==> config.mk <==
export PLATFORM = sky130hd
export DESIGN_NAME = recx_orient
export DESIGN_NICKNAME = d
export VERILOG_FILES = /design/src/hdl/recx_pkg.sv /design/src/hdl/recx_orient.sv
export SDC_FILE = /design/constraint.sdc
export NUM_CORES = 2
export LEC_CHECK = 0
export BUFFER_PORTS_ARGS = -buffer_cell sky130_fd_sc_hd__buf_2
export CAP_MARGIN = 40
export CORE_UTILIZATION = 46
export DETAILED_ROUTE_END_ITERATION = 8
export PLACE_DENSITY = 0.67
export REMOVE_ABC_BUFFERS = 1
export SLEW_MARGIN = 10
export SYNTH_ARGS = -nofsm -noshare
export SYNTH_HDL_FRONTEND = slang
export SYNTH_SLANG_ARGS = --single-unit
==> constraint.sdc <==
create_clock -name clk -period 6.14 [get_ports clk]
set_input_delay 1.228 -clock clk [delete_from_list [all_inputs] [get_ports clk]]
set_output_delay 1.228 -clock clk [all_outputs]
set_load 0.01 [all_outputs]
==> src/hdl/recx_pkg.sv <==
package recx_pkg;

	// coordinate and datapath widths
	localparam int COORD_W  = 16;
	localparam int CORNER_W = COORD_W + 2;   // holds p1 + p3 - p2
	localparam int DIFF_W   = CORNER_W + 1;  // difference of two corners
	localparam int PROD_W   = 2 * DIFF_W;    // one cross product term
	localparam int SUM_W    = PROD_W + 1;    // difference of the two terms

	// one corner point in the x-z plane
	typedef struct packed {
		logic signed [CORNER_W-1:0] x;
		logic signed [CORNER_W-1:0] z;
	} corner_t;

	// side of a point relative to a directed line
	typedef struct packed {
		logic pos;
		logic neg;
	} side_t;

	// widen a coordinate to corner width
	function automatic logic signed [CORNER_W-1:0] ext_coord(input logic [COORD_W-1:0] c);
		ext_coord = $signed({{(CORNER_W-COORD_W){c[COORD_W-1]}}, c});
	endfunction

	// exact difference of two corner coordinates
	function automatic logic signed [DIFF_W-1:0] diff(input logic signed [CORNER_W-1:0] a,
			input logic signed [CORNER_W-1:0] b);
		diff = $signed({a[CORNER_W-1], a}) - $signed({b[CORNER_W-1], b});
	endfunction

	// strictly opposite sides
	function automatic logic opposite(input side_t s, input side_t t);
		opposite = (s.pos && t.neg) || (s.neg && t.pos);
	endfunction

endpackage

==> src/hdl/recx_orient.sv <==
module recx_orient (
	input  logic             clk,
	input  recx_pkg::corner_t o,
	input  recx_pkg::corner_t p,
	input  recx_pkg::corner_t q,
	output recx_pkg::side_t  side
);
	import recx_pkg::*;

	logic signed [DIFF_W-1:0] pz_s2, px_s2, qz_s2, qx_s2;
	logic signed [PROD_W-1:0] m1_s3, m2_s3;
	logic signed [SUM_W-1:0]  d;
	side_t                    side_s4;

	// offsets from the line origin
	always_ff @(posedge clk) begin
		pz_s2 <= diff(p.z, o.z);
		px_s2 <= diff(p.x, o.x);
		qz_s2 <= diff(q.z, o.z);
		qx_s2 <= diff(q.x, o.x);
	end

	// the two cross product terms
	always_ff @(posedge clk) begin
		m1_s3 <= pz_s2 * qx_s2;
		m2_s3 <= px_s2 * qz_s2;
	end

	// exact difference, keep only its sign
	assign d = $signed({m1_s3[PROD_W-1], m1_s3}) - $signed({m2_s3[PROD_W-1], m2_s3});

	always_ff @(posedge clk) begin
		side_s4.neg <= d[SUM_W-1];
		side_s4.pos <= !d[SUM_W-1] && (d != '0);
	end

	assign side = side_s4;

endmodule

==> results_dict.tcl <==
set metrics [dict create \
    die_x_um 280 \
    dieArea_um2 78700 \
    yosysWarnings 0 \
    hold_end "side[0]" \
    grt_use_met2_pct 41.4 \
    drtIter0Drc 1384 \
    seq_area_frac_synth_pct 8.64 \
    path_clk_slew_ns 0.07 \
    synth_enable_flop_cells 0 \
    crit_type "flip-flop to flip-flop" \
    worst_setup_path_start_kind "flip-flop" \
    initial_core_util_pct 46.7 \
    arrival_ns 6.84 \
    ys_ff_latch 154 \
    setup_violations 15 \
    worstReg2RegEnd "m2_s3[36]" \
    slew_headroom_pct 38.9 \
    status "finished, violations left" \
    hold_viol_final 0 \
    finClkSkew_ns 0.0122 \
    yosysTopAreaCellShare_pct 41.7 \
    violations "setup timing" \
    drive_above_1_share_pct 19.1 \
    multi_input_area_um2 29900 \
    worstHoldStart "m1_s3[37]" \
    drv_cap 0 \
    synth_cell_types 91 \
    tritoncts "done" \
    final_nets 5519 \
    num_vias 27525 \
    rsz0062_at_grt "yes" \
    antenna_found_initial 8 \
    rrSetupSlack_ns -0.35 \
    io_buffers 110 \
    root_buffer "clkbuf_16" \
    period_share_pct 106 \
    clkSinkCount 154 \
    async_flop_share_pct 0 \
    slew_viol_final 0 \
    yosysMostFrequentCell "inv_1" \
    yosys-top-cells-count "828 x inv_1, 743 x fa_1, 393 x and2_1" \
    worstReg2RegStart "px_s2[10]" \
    top_usage_layer "met2" \
    numCtsBuffers 17 \
    final-seq-area_um2 3240 \
    post-dp-hpwl_um 78700 \
    setup_ws_ns -0.354 \
    post-route-min-period_ns 6.49 \
    synth_area_leaders "fa_1 42%, ha_1 12%, inv_1 8.7%, dfxtp_1 8.6%, and2_1 6.9%" \
    gr-usage-met1_pct 32.4 \
    hold-worst-slack_ns 0.725 \
    synth_ff_type "dfxtp_1" \
    die_height_um 280 \
    crit_required_ns 6.49 \
    path_max_fanout 4 \
    track_usage_pct 24.7 \
    overflow 0 \
    first_pass_iters 5 \
    r2r_cells 23 \
    ant_nets 0 \
    synthCells 3889 \
    grt_pass1_vias 29253 \
    rows 101 \
    max_freq_mhz 154 \
    use_met3_pct 4.16 \
    synth_area_um2 35700 \
    post-route-util_pct 55.5 \
    htree_levels 4 \
    worst_pin_slew_ns 0.917 \
    wl_per_cell_um 17.2 \
    clock_path_buffers 2 \
    timing.hold.worst.class "flip-flop to flip-flop" \
    core_um2 76300 \
    endpoint_kind "flip-flop" \
    totalWireLength_um 92300 \
    min_path_cells 3 \
    io_pins 111 \
    drc 0 \
    gp_congestion 0.942 \
    grt_pass1_wl_um 151000 \
    area_delta_synth_final_pct 18.8 \
    worstSkewPairLatency_ns 0.46 \
    grt_max_degree 19 \
    via_per_inst 5.12 \
    holdBufCountCts 0 \
    synth_area_per_cell_um2 9.17 \
    fill_cells 6887 \
    synth_top_area_cell "fa_1" \
]
metal layers:
layer,share of wire [%],up-vias
met2,48,700
li1,-,12810
met5,0.061,-
met1,42,13859
met4,3.4,10
met3,5.9,146
cells in the final DEF, fill, tap and decap left out, drive strengths merged, types with 6 or more instances in the layout:
master,synthesis,routed
a31oi,15,15
o21bai,10,10
or2,7,7
a21oi,109,109
dfxtp,154,154
nor2,149,149
xor2,34,34
nor2b,22,22
a211oi,22,22
o2111ai,10,10
buf,16,540
nand4,12,12
a21boi,21,21
and2,393,393
xnor2,97,97
clkbuf,102,18
a31o,8,8
inv,828,834
o31ai,12,12
or3,18,18
fa,743,743
nand2,384,384
nor4,11,11
o21ai,95,95
nand2b,32,32
o21a,27,27
a2111oi,6,6
and3,16,16
nand3,35,35
ha,336,336
nor3,37,37
a21o,42,42
o211ai,8,8
critical path, stage by stage (launching register included):
cell      delay (ns)
dfxtp_4         0.37
buf_6           0.13
buf_6           0.13
and2_4          0.13
fa_1            0.49
inv_2           0.04
fa_1            0.47
fa_1            0.54
inv_1           0.05
fa_1            0.54
fa_1            0.45
fa_1            0.50
fa_1            0.56
ha_4            0.30
buf_6           0.10
nand2_4         0.05
nor2_4          0.09
inv_2           0.06
a211oi_4        0.33
o31a_1          0.23
o21bai_1        0.10
o21ai_1         0.20
and3b_1         0.19
or3_1           0.33
per-stage QoR:
stage | cells | instance area [um^2] | setup slack (ns) | setup TNS [ns]
2_1_floorplan | 3771 | 35200 | -0.366 | -1.93
3_3_place_gp | 5283 | 40100 | -0.625 | -7.58
3_5_place_dp | 5283 | 40100 | -0.769 | -10.21
4_1_cts | 5356 | 41800 | -0.283 | -1.95
5_1_grt | 5373 | 42400 | -0.538 | -7.08
6_report | 5374 | 42400 | -0.354 | -2.80
flip-flops by register name (all words and copies together), names as in the netlist:
name   count
m1_s3     38
m2_s3     38
px_s2     19
pz_s2     19
qx_s2     19
qz_s2     19
side       2
cell type report:
cell class              instances  area share (%)
repair buffers                541            9.95
flip-flops and latches        154            7.64
clock inverters                14           0.440
diodes                          1         0.00590
well taps                    1030            3.04
clock buffers                  17            1.00
inverters                     828            7.33
multi-input cells            2789            70.6
what timing repair did:
item / CTS / global route
resized for setup: 218 / 103
setup buffers: 53 / 18
pin swaps: 116 / 87
endpoints found under the setup margin: 27 / 30
gates cloned: 0 / 0
kinds of logic after synthesis:
group | count (synthesis) | synth area share [%]
and+or+nand+nor | 1144 | 16.3
adders and majority gates | 1079 | 53.5
buffers and inverters | 946 | 10.1
AOI/OAI and AO/OA | 427 | 7.96
DFF | 154 | 8.64
xor gates and xnor gates | 131 | 3.22
muxes | 8 | 0.239
how the worst max path moves through the flow:
stage	start	endpoint	slack, ns	depth (start not counted)
3_3_place_gp	px_s2[10]	m2_s3[35]	-0.62	22
3_5_place_dp	px_s2[10]	m2_s3[35]	-0.77	22
4_1_cts	pz_s2[5]	m1_s3[37]	-0.28	21
6_report	px_s2[10]	m2_s3[36]	-0.35	23
5_1_grt	px_s2[10]	m2_s3[36]	-0.54	24
2_1_floorplan	qx_s2[10]	m1_s3[35]	-0.37	21
Power is not shown: default switching activity piles up to over one toggle a cycle in this logic, so the estimate is an artifact.
